### src/sv/pss_pkg.sv
// package for the positional sequence store: types and codes
package pss_pkg;
  localparam int unsigned CAPACITY_DEF    = 64;
  localparam int unsigned VALUE_WIDTH_DEF = 32;
  localparam int unsigned CMD_W = 3;
  localparam int unsigned POS_W = 7;
  localparam int unsigned VAL_W = 32;
  localparam int unsigned ST_W  = 2;

  typedef enum logic [CMD_W-1:0] {
    CMD_INSERT_AT     = 3'd0,
    CMD_INSERT_SORTED = 3'd1,
    CMD_ERASE_AT      = 3'd2,
    CMD_REMOVE_ALL    = 3'd3,
    CMD_GET           = 3'd4,
    CMD_SET           = 3'd5,
    CMD_FIND          = 3'd6,
    CMD_NOP           = 3'd7
  } cmd_t;

  typedef enum logic [ST_W-1:0] {
    ST_OK       = 2'd0,
    ST_BADPOS   = 2'd1,
    ST_FULL     = 2'd2,
    ST_NOTFOUND = 2'd3
  } status_t;

  typedef enum logic [2:0] {
    S_IDLE, S_SCAN, S_SHUP, S_SHDN, S_PUT, S_DONE
  } state_t;
endpackage

### src/sv/positional_sequence_store_core.sv
// positional sequence store: command sequencer around one entry memory
// insert_at walks the entries from pos up to len, erase from pos+1 up to len, find
// and remove_all walk the sequence from its start, and sorted insert scans and then
// shifts, one memory entry per cycle; set, no-op and rejected commands walk none
// busy is high from acceptance until the result strobe, and the next start is taken
// in idle; the receiver cannot stall: the result stands for exactly one cycle
// rst_n synchronous active low clears length and control; entries stay unset
module positional_sequence_store_core #(
  parameter int unsigned CAPACITY    = pss_pkg::CAPACITY_DEF,
  parameter int unsigned VALUE_WIDTH = pss_pkg::VALUE_WIDTH_DEF
) (
  input  logic                      clk,
  input  logic                      rst_n,
  input  logic                      start,
  output logic                      busy,
  input  logic [pss_pkg::CMD_W-1:0] in_command,
  input  logic [pss_pkg::POS_W-1:0] in_position,
  input  logic [pss_pkg::VAL_W-1:0] in_item_value,
  output logic                      out_valid,
  output logic [pss_pkg::ST_W-1:0]  out_status,
  output logic [pss_pkg::POS_W-1:0] out_result_index,
  output logic [pss_pkg::VAL_W-1:0] out_result_value,
  output logic [pss_pkg::POS_W-1:0] out_removed_count,
  output logic [pss_pkg::POS_W-1:0] out_current_length
);
  localparam int unsigned AW = $clog2(CAPACITY);
  localparam int unsigned LW = $clog2(CAPACITY + 1);
  localparam int unsigned VW = (VALUE_WIDTH < pss_pkg::VAL_W) ? VALUE_WIDTH : pss_pkg::VAL_W;

  pss_pkg::state_t state_r, state_nxt;
  pss_pkg::cmd_t   cmd_r, cmd_nxt;
  logic [LW-1:0] len_r, len_nxt;
  logic [LW-1:0] pos_r, pos_nxt;     // target slot / start index
  logic [LW-1:0] rd_r, rd_nxt;       // read index
  logic [LW-1:0] wr_r, wr_nxt;       // write index for compaction
  logic          rv_r, rv_nxt;       // read issued last cycle
  logic [LW-1:0] ri_r, ri_nxt;       // index of that read
  logic [VW-1:0] val_r, val_nxt;
  logic [VW-1:0] hold_r, hold_nxt;   // carried word for upward shift
  logic [LW-1:0] cnt_r, cnt_nxt;
  logic [pss_pkg::ST_W-1:0] st_r, st_nxt;
  logic [LW-1:0] idx_r, idx_nxt;
  logic [VW-1:0] rval_r, rval_nxt;

  logic          we;
  logic [AW-1:0] waddr, raddr;
  logic [VW-1:0] wdata, rdata;

  pss_ram #(.WIDTH(VW), .DEPTH(CAPACITY)) u_ram (
    .clk(clk), .we(we), .waddr(waddr), .wdata(wdata), .raddr(raddr), .rdata(rdata)
  );

  logic [LW:0] pos_in;
  assign pos_in = {{(LW+1-pss_pkg::POS_W > 0 ? LW+1-pss_pkg::POS_W : 0){1'b0}},
                   in_position} ;

  always_ff @(posedge clk) begin
    if (!rst_n) begin
      state_r <= pss_pkg::S_IDLE;
      len_r   <= '0;
      rv_r    <= 1'b0;
    end else begin
      state_r <= state_nxt;
      len_r   <= len_nxt;
      rv_r    <= rv_nxt;
    end
    cmd_r  <= cmd_nxt;
    pos_r  <= pos_nxt;
    rd_r   <= rd_nxt;
    wr_r   <= wr_nxt;
    ri_r   <= ri_nxt;
    val_r  <= val_nxt;
    hold_r <= hold_nxt;
    cnt_r  <= cnt_nxt;
    st_r   <= st_nxt;
    idx_r  <= idx_nxt;
    rval_r <= rval_nxt;
  end

  // next state and datapath
  always_comb begin
    logic [LW+pss_pkg::POS_W:0] pw;
    pw = '0;
    state_nxt = state_r;
    cmd_nxt = cmd_r; len_nxt = len_r; pos_nxt = pos_r; rd_nxt = rd_r; wr_nxt = wr_r;
    rv_nxt = 1'b0; ri_nxt = rd_r; val_nxt = val_r; hold_nxt = hold_r; cnt_nxt = cnt_r;
    st_nxt = st_r; idx_nxt = idx_r; rval_nxt = rval_r;
    we = 1'b0; waddr = '0; wdata = val_r; raddr = rd_r[AW-1:0];
    case (state_r)
      pss_pkg::S_IDLE: begin
        if (start) begin
          cmd_nxt = pss_pkg::cmd_t'(in_command);
          val_nxt = in_item_value[VW-1:0];
          st_nxt = pss_pkg::ST_OK; idx_nxt = '0; rval_nxt = '0; cnt_nxt = '0;
          rd_nxt = '0; wr_nxt = '0;
          pos_nxt = pos_in[LW-1:0];
          pw = {{(LW+1){1'b0}}, in_position};
          state_nxt = pss_pkg::S_DONE;
          case (pss_pkg::cmd_t'(in_command))
            pss_pkg::CMD_INSERT_AT: begin
              if (pw > (LW+pss_pkg::POS_W+1)'(len_r)) st_nxt = pss_pkg::ST_BADPOS;
              else if ({1'b0, len_r} >= (LW+1)'(CAPACITY)) st_nxt = pss_pkg::ST_FULL;
              else begin
                idx_nxt = pos_in[LW-1:0];
                rd_nxt = pos_in[LW-1:0];
                state_nxt = pss_pkg::S_SHUP;
              end
            end
            pss_pkg::CMD_INSERT_SORTED: begin
              if ({1'b0, len_r} >= (LW+1)'(CAPACITY)) st_nxt = pss_pkg::ST_FULL;
              else state_nxt = pss_pkg::S_SCAN;
            end
            pss_pkg::CMD_ERASE_AT, pss_pkg::CMD_GET, pss_pkg::CMD_SET: begin
              if (pw >= (LW+pss_pkg::POS_W+1)'(len_r)) st_nxt = pss_pkg::ST_BADPOS;
              else if (pss_pkg::cmd_t'(in_command) == pss_pkg::CMD_SET) begin
                we = 1'b1; waddr = pos_in[AW-1:0]; wdata = in_item_value[VW-1:0];
              end else if (pss_pkg::cmd_t'(in_command) == pss_pkg::CMD_GET) begin
                raddr = pos_in[AW-1:0]; rv_nxt = 1'b1; state_nxt = pss_pkg::S_PUT;
              end else begin
                rd_nxt = pos_in[LW-1:0] + 1'b1; wr_nxt = pos_in[LW-1:0];
                state_nxt = pss_pkg::S_SHDN;
              end
            end
            pss_pkg::CMD_REMOVE_ALL: state_nxt = pss_pkg::S_SHDN;
            pss_pkg::CMD_FIND: begin
              st_nxt = pss_pkg::ST_NOTFOUND; state_nxt = pss_pkg::S_SCAN;
            end
            default: ;
          endcase
        end
      end
      pss_pkg::S_PUT: begin
        if (rv_r) rval_nxt = rdata;
        state_nxt = pss_pkg::S_DONE;
      end
      // search for first match (find) or first entry >= value (sorted insert)
      pss_pkg::S_SCAN: begin
        if (rv_r && ((cmd_r == pss_pkg::CMD_FIND) ? (rdata == val_r) : (rdata >= val_r))) begin
          if (cmd_r == pss_pkg::CMD_FIND) begin
            st_nxt = pss_pkg::ST_OK; idx_nxt = ri_r; state_nxt = pss_pkg::S_DONE;
          end else begin
            idx_nxt = ri_r; pos_nxt = ri_r; rd_nxt = ri_r; state_nxt = pss_pkg::S_SHUP;
          end
        end else if (rd_r < len_r) begin
          raddr = rd_r[AW-1:0]; rv_nxt = 1'b1; ri_nxt = rd_r; rd_nxt = rd_r + 1'b1;
        end else if (!rv_r || rd_r == len_r) begin
          if (cmd_r == pss_pkg::CMD_FIND) state_nxt = pss_pkg::S_DONE;
          else begin
            idx_nxt = len_r; pos_nxt = len_r; rd_nxt = len_r; state_nxt = pss_pkg::S_SHUP;
          end
        end
      end
      // walk up from pos: write carried word, pick up old one
      pss_pkg::S_SHUP: begin
        if (rd_r == pos_r && !rv_r) begin
          hold_nxt = val_r;
          if (rd_r < len_r) begin
            raddr = rd_r[AW-1:0]; rv_nxt = 1'b1; ri_nxt = rd_r; rd_nxt = rd_r + 1'b1;
          end else begin
            we = 1'b1; waddr = rd_r[AW-1:0]; wdata = val_r;
            len_nxt = len_r + 1'b1; state_nxt = pss_pkg::S_DONE;
          end
        end else begin
          we = 1'b1; waddr = ri_r[AW-1:0]; wdata = hold_r; hold_nxt = rdata;
          if (rd_r < len_r) begin
            raddr = rd_r[AW-1:0]; rv_nxt = 1'b1; ri_nxt = rd_r; rd_nxt = rd_r + 1'b1;
          end else begin
            // final word goes to slot len on the next pass
            pos_nxt = len_r; rd_nxt = len_r; val_nxt = rdata;
            hold_nxt = rdata;
          end
          if (rd_r >= len_r) begin
            state_nxt = pss_pkg::S_PUT;
            len_nxt = len_r;
          end
        end
      end
      // compaction: erase one slot or drop matches
      pss_pkg::S_SHDN: begin
        if (rv_r) begin
          if (cmd_r == pss_pkg::CMD_REMOVE_ALL && rdata == val_r) cnt_nxt = cnt_r + 1'b1;
          else begin
            we = 1'b1; waddr = wr_r[AW-1:0]; wdata = rdata; wr_nxt = wr_r + 1'b1;
          end
        end
        if (rd_r < len_r) begin
          raddr = rd_r[AW-1:0]; rv_nxt = 1'b1; ri_nxt = rd_r; rd_nxt = rd_r + 1'b1;
        end else if (!rv_r) begin
          if (cmd_r == pss_pkg::CMD_REMOVE_ALL) len_nxt = wr_r;
          else len_nxt = len_r - 1'b1;
          state_nxt = pss_pkg::S_DONE;
        end
      end
      pss_pkg::S_DONE: state_nxt = pss_pkg::S_IDLE;
      default: state_nxt = pss_pkg::S_IDLE;
    endcase
    // upward shift tail: last carried word written into slot len
    if (state_r == pss_pkg::S_PUT && cmd_r != pss_pkg::CMD_GET) begin
      we = 1'b1; waddr = len_r[AW-1:0]; wdata = hold_r;
      len_nxt = len_r + 1'b1; rval_nxt = rval_r;
    end
  end

  // outputs
  always_comb begin
    busy = (state_r != pss_pkg::S_IDLE);
    out_valid = (state_r == pss_pkg::S_DONE);
    out_status = st_r;
    out_result_index = pss_pkg::POS_W'(idx_r);
    out_result_value = pss_pkg::VAL_W'(rval_r);
    out_removed_count = pss_pkg::POS_W'(cnt_r);
    out_current_length = pss_pkg::POS_W'(len_r);
  end
endmodule

### src/sv/pss_ram.sv
// generic ram with separate write and read ports and registered read
module pss_ram #(
  parameter int unsigned WIDTH = 32,
  parameter int unsigned DEPTH = 64
) (
  input  logic                     clk,
  input  logic                     we,
  input  logic [$clog2(DEPTH)-1:0] waddr,
  input  logic [WIDTH-1:0]         wdata,
  input  logic [$clog2(DEPTH)-1:0] raddr,
  output logic [WIDTH-1:0]         rdata
);
  logic [WIDTH-1:0] mem [DEPTH];
  always_ff @(posedge clk) begin
    if (we) begin
      mem[waddr] <= wdata;
    end
    rdata <= mem[raddr];
  end
endmodule

### config.mk
export PLATFORM = sky130hd
export DESIGN_NAME = positional_sequence_store_core
export DESIGN_NICKNAME = d
export VERILOG_FILES = /design/src/sv/pss_pkg.sv /design/src/sv/positional_sequence_store_core.sv /design/src/sv/pss_ram.sv
export SDC_FILE = /design/constraint.sdc
export NUM_CORES = 2
export LEC_CHECK = 0
export ABC_AREA = 1
export ABC_CLOCK_PERIOD_IN_PS = 5950
export BUFFER_PORTS_ARGS = -buffer_cell sky130_fd_sc_hd__buf_2
export CAP_MARGIN = 0
export CORE_ASPECT_RATIO = 0.75
export CORE_UTILIZATION = 30
export CTS_CLUSTER_DIAMETER = 120
export DETAILED_ROUTE_END_ITERATION = 16
export PLACE_DENSITY_LB_ADDON = 0.2
export REMOVE_ABC_BUFFERS = 1
export SYNTH_ARGS = -nofsm -noshare
export SYNTH_HDL_FRONTEND = slang
export SYNTH_SLANG_ARGS = --single-unit
### constraint.sdc
create_clock -name clk -period 5.95 [get_ports clk]
set_input_delay 1.19 -clock clk [delete_from_list [all_inputs] [get_ports clk]]
set_output_delay 1.19 -clock clk [all_outputs]
set_load 0.02 [all_outputs]
* Yosys cells after proc, flatten, opt, wreduce, memory -nomap -nowiden
Memories as Yosys holds them, arrays and structs flattened. A register that Yosys moved wholly into a read port is not among the register bits.
Index checks and enable logic that the tools add are counted.
** Word-level totals
- Register bits after elaboration :: 154
- Bits in writable memories :: 2048
- Input port bits :: 45
- Output and inout port bits :: 57
- Word-level logic and storage cells :: 222
- Memories kept :: 1
** Operators by class
- Add/subtract/negate cells :: 6
- Magnitude comparators :: 6
- Equal/unequal tests :: 40
- Multiplexer cells :: 125
- Bitwise logic cells :: 1
- Reduce and logical (&&, ||, !) cells :: 29
** Memory list
- u_ram.mem :: depth 64, bits a word 32, read ports 1, clocked after memory_dff 1, wr ports 1, line pss_ram.sv:13 : logic [WIDTH-1:0] mem [DEPTH];
** Operators by type and width (number)
- 2-to-1 mux 32 bit :: 14
- 2-to-1 mux 7 bit :: 38
- one-hot mux 32 bit (2 select lines) :: 2
- one-hot mux 32 bit (3 select lines) :: 1
- 2-to-1 mux 6 bit :: 15
- one-hot mux 7 bit (2 select lines) :: 5
- 2-to-1 mux 3 bit :: 16
- adder 7 x 1 -> 7 bit, second input constant :: 5
- inequality test 3 bit, second input constant :: 11
- == test 32 bit :: 1
- >= comparator 32 bit :: 1
- one-hot mux 3 bit (5 select lines) :: 2
- one-hot mux 7 bit (4 select lines) :: 1
- inequality test 2 bit, second input constant :: 11
- one-hot mux 7 bit (3 select lines) :: 1
- 2-to-1 mux 1 bit :: 20
- AND reduction 4 bit :: 5
- == test 3 bit, second input constant :: 6
- one-hot mux 6 bit (3 select lines) :: 1
- == test 3 x 2 -> 1 bit, second input constant :: 5
- AND reduction 5 bit :: 3
- == test 7 bit :: 2
- >= comparator 7 bit :: 2
- 2-to-1 mux 2 bit :: 5
- other kinds (22) :: 34

* Logic depth before layout (Yosys ltp)
- Word-level depth :: 9
- Mapped depth :: 21
- Depth with buffers taken out :: 18

* Hierarchy
Synthesis repeated with hierarchy kept, for this count alone.
** Unflattened totals
- Cells, all modules :: 8200
- Area, all modules :: 93591.0 µm²
** Modules (own cells, without submodules)
- pss_ram :: instances 1, cells an instance 6785, area each 82785.6 µm², sequential area each 62139.6 µm²
- positional_sequence_store_core :: instances 1, cells an instance 1415, area each 10805.4 µm², sequential area each 4444.3 µm²

* Worst setup path after synthesis
Ideal clock, no wire load.
- Kind :: input port to flip-flop
- Start point :: in in_position[0] (netlist name)
- End point :: mem u_ram.mem[22][0] (enable)
- Library setup time :: 0.421 ns
- Data arrival time :: 4.574 ns
- Path slack :: 0.954 ns
- Stages :: 12
- Path buffers :: 1
- Path through :: clkbuf_1 inv_1 ha_1 nand3_1 nand3_1 nor2_1 nand2_1 nor2_1 nand2_1 nand4_1 nand3_1 nor2_1
** On the way
- Longest elaborated chain between the ends :: 8
- Elaborated cells on any way between the ends :: 14
** Ends and longest elaborated chain
- start, declared :: line positional_sequence_store_core.sv:17 : input logic [pss_pkg::POS_W-1:0] in_position,
- >= comparator 7 bit :: line positional_sequence_store_core.sv:114 : if (pw >= (LW+pss_pkg::POS_W+1)'(len_r)) st_nxt = pss_pkg::ST_BADPOS;
- 2-to-1 mux 1 bit :: line positional_sequence_store_core.sv:114
- 2-to-1 mux 1 bit :: line positional_sequence_store_core.sv:99 : case (pss_pkg::cmd_t'(in_command))
- 2-to-1 mux 1 bit :: line positional_sequence_store_core.sv:91 : if (start) begin
- one-hot mux 1 bit (3 select lines) :: line positional_sequence_store_core.sv:89 : case (state_r)
- 2-to-1 mux 1 bit :: line positional_sequence_store_core.sv:198 : if (state_r == pss_pkg::S_PUT && cmd_r != pss_pkg::CMD_GET) begin
- 2-to-1 mux 1 bit :: line pss_ram.sv:15 : if (we) begin
- 2-to-1 mux 1 bit (not written as such) :: line pss_ram.sv:16 : mem[waddr] <= wdata;
- end, declared :: line pss_ram.sv:13
Several ways; a longest one is shown, not always the timed one.

* Worst setup path after layout
- Start point :: reg len_r[6], in the netlist out_current_length[6]
- End point :: reg u_ram.rdata[30] (read register of u_ram.mem)
** On the way
- Longest elaborated chain between the ends :: 5
** Ends and longest elaborated chain
- start, declared :: line positional_sequence_store_core.sv:32 : logic [LW-1:0] len_r, len_nxt;
- start signal, assigned :: line positional_sequence_store_core.sv:64 : len_r <= len_nxt;
- >= comparator 7 bit :: line positional_sequence_store_core.sv:114
- 2-to-1 mux 6 bit :: line positional_sequence_store_core.sv:114
- 2-to-1 mux 6 bit :: line positional_sequence_store_core.sv:99
- 2-to-1 mux 6 bit :: line positional_sequence_store_core.sv:91
- 2-to-1 mux 6 bit
- end, declared :: line pss_ram.sv:11 : output logic [WIDTH-1:0] rdata
No other way between the ends.
A chain may end at the register's enable or synchronous reset.

==> impl_metrics.ini <==
[run_status]
status = finished, final reports clean

[pwr]
power_frac_seq = 0.367
comb_power_share = 0.435
powerDensity_nw_per_um2 = 595.4
power_switching_share = 0.4356
p_switching_mw = 30.14
vdd_drop_max_v = 0.0004853
p_leak_nw = 44.33
internal-power_mw = 39.05
power_mw = 69.18
p_clk_frac = 0.199

[route]
drtPass1Iterations = 8
vias_per_cell = 5.112
drt-total-wl_um = 348200
ant_nets = 0
met2_length_um = 146300
wl_per_cell_um = 24.73
via_count = 71970
top_layer = met5
drtIter0Drc = 8281
drc = 0
wl_met3_um = 27500
routedLengthMet1_um = 166100

[synthesis]
synth_edf_count = 2184
ys_warn_count = 0
ys_seq_area_frac = 0.6587
synthTopCellsByArea = edfxtp_1, nand3_1, nand3b_1, nand2_1, inv_1
synth_top_area_cell = edfxtp_1
ys_types = 48
async_flop_share = 0
syn-instance-count = 9374
synth_area_per_cell_um2 = 10.78
netlist.area_leader.share = 0.6488
post-synth-top-count-cell = edfxtp_1
syn_area_um2 = 101100
ys_seq_elements = 2234
netlist_top_cells_count = edfxtp_1, nand3_1, nand2_1, inv_1, nand3b_1
synth_flop_cell = edfxtp_1

[die]
io_pins = 102
die_h_um = 504.7
core_area_um2 = 335200
die_w_um = 672.3
start_util = 0.3015
die_area_um2 = 339300
row_count = 184

[clock_network]
cts_resized = 0
root_buffer = clkbuf_16
cts_buffer_depth = 4
cts_buffers = 227
cts_max_level = 4
post-cts-setup-buffers = 0
clock_sinks = 2234
clk_pin_slew_worst_paths_ns = 0.06
clk_latency_ns = 0.93
hold_buffers = 0
cts_tree = done

[worst_setup_path]
crit_top_cell = nand3_1
slowest_delay_ns = 0.73
end_kind = flop
crit_type = reg -> reg
cp_max_fo = 37
required_ns = 6.74
start_kind = flop
crit_chain = inv_1 -> ha_1 -> nand2_1 -> inv_1 -> a21oi_2 -> nand2_1 -> nor2_2 -> nand2_2 -> o21ai_4 -> inv_8 -> buf_12 -> nand3_1 -> nand3_1 -> nand3_1 -> nand3_1 -> nand2_1
critPathArrivalTime_ns = 6.26
slowest_stage = o21ai_4
path_buf_inv = 4
critical-path-top-delay-family = simple AND/OR/NAND/NOR gates

[timing]
hold_viol_final = 0
post-route-period-util = 0.9186
slew_headroom = 0.1763
tns_ns = 0
layout_min_cycle_time_ns = 5.466
hold_slack_ns = 0.5735
slew_violations = 0
fin_ws_ns = 0.4841
skew_ns = 0.07566
tightest_slew_ns = 1.232
max_freq_mhz = 183.0
rsz0062_at_grt = false
setup_viol = 0

[placed_design]
dp.cells = 13680
pre_cts_ws_ns = 0.1725
routabilityCongestion = 0.8593
hpwl_um = 203300
io_buffers = 101

[final_layout]
layout.nets = 9539
area_growth_pct = 14.95
drive_gt1_frac = 0.09207
instances_no_fill = 14080
fill_cells = 33360

[min_path]
hold_path_class = reg -> reg

[grt]
grt_pass1_vias = 68250
antenna_found_initial = 17
grt_max_degree = 141
grt_first_pass_wirelength_um = 500900
grtUsageTotal = 0.2000
overflow = 0

[flow_run]
max_cap_viol_count = 0
layer usage:
metal  vias up  GRT usage
met5         -          0
met4         2    0.04849
met1     35960     0.3076
met3       470    0.03327
met2      2982     0.2903
li1      32560          -
metrics by stage:
stage            util  cell area [um^2]
6_report       0.3466            116200
4_1_cts        0.3466            116200
3_3_place_gp   0.3264            109400
5_1_grt        0.3466            116200
2_1_floorplan       -             98310
3_5_place_dp   0.3264            109400
power groups by stage:
stage          combinational, mW  clock, mW  sequential, mW
3_5_place_dp                29.8          0            25.7
6_report                    30.1       13.8            25.4
5_1_grt                     32.2       14.6            25.4
3_3_place_gp                29.5          0            25.6
2_1_floorplan               13.1          0            25.8
4_1_cts                     29.9       14.1            25.3
registers in the layout, indices dropped and copies added, names as in the netlist:
name / count
ri_r: 7
state_r: 3
val_r: 32
u_ram.rdata: 32
pos_r: 7
out_result_value: 32
hold_r: 32
u_ram.mem: 2048
out_removed_count: 7
out_status: 2
rd_r: 7
out_current_length: 7
out_result_index: 7
rv_r: 1
cmd_r: 3
wr_r: 7
layout by cell type, fill, tap and decap left out, drive strengths merged, types with 53 or more instances in the layout:
master  instances
o21ai         225
clkinv         91
ha             53
nand2        1511
edfxtp       2184
inv          1268
clkbuf        295
nor2          208
nand3b        825
a21oi          82
nand3        2187
buf           462
logic make-up (layout without fill, tap and decap cells):
| group | after synthesis | in the layout | synth area share |
|---|---|---|---|
| flops | 2234 | 2234 | 0.6587 |
| other cells | 0 | 4 | 0 |
| compound gates | 395 | 395 | 0.02154 |
| xor+xnor | 15 | 15 | 0.001300 |
| buf+inv | 1890 | 2128 | 0.07436 |
| fa+ha+maj | 53 | 53 | 0.006561 |
| simple gates | 4787 | 4787 | 0.2375 |
worst paths after layout:
kind,cells past startpoint,from,to,slack (ns)
max,16,out_current_length[6]$_SDFFE_PN0P_,u_ram.rdata[30]$_DFF_P_,0.48
min,0,rd_r[3]$_DFFE_PP_,ri_r[3]$_DFF_P_,0.57
max reg2reg,16,out_current_length[6]$_SDFFE_PN0P_,u_ram.rdata[30]$_DFF_P_,0.48
min reg2reg,0,rd_r[3]$_DFFE_PP_,ri_r[3]$_DFF_P_,0.57
cell type report:
| type | instances | area, um^2 | area share |
|---|---|---|---|
| flip-flops and latches | 2234 | 66580 | 0.5731 |
| multi-input cells | 5250 | 27650 | 0.2380 |
| clock buffers | 295 | 6030 | 0.05189 |
| well taps | 4464 | 5585 | 0.04807 |
| repair buffers | 462 | 4805 | 0.04135 |
| inverters | 1266 | 4773 | 0.04108 |
| clock inverters | 105 | 755.7 | 0.006504 |
| diodes | 4 | 10.01 | 0.00008615 |
Note: power is estimated with default switching activity, not from simulation.
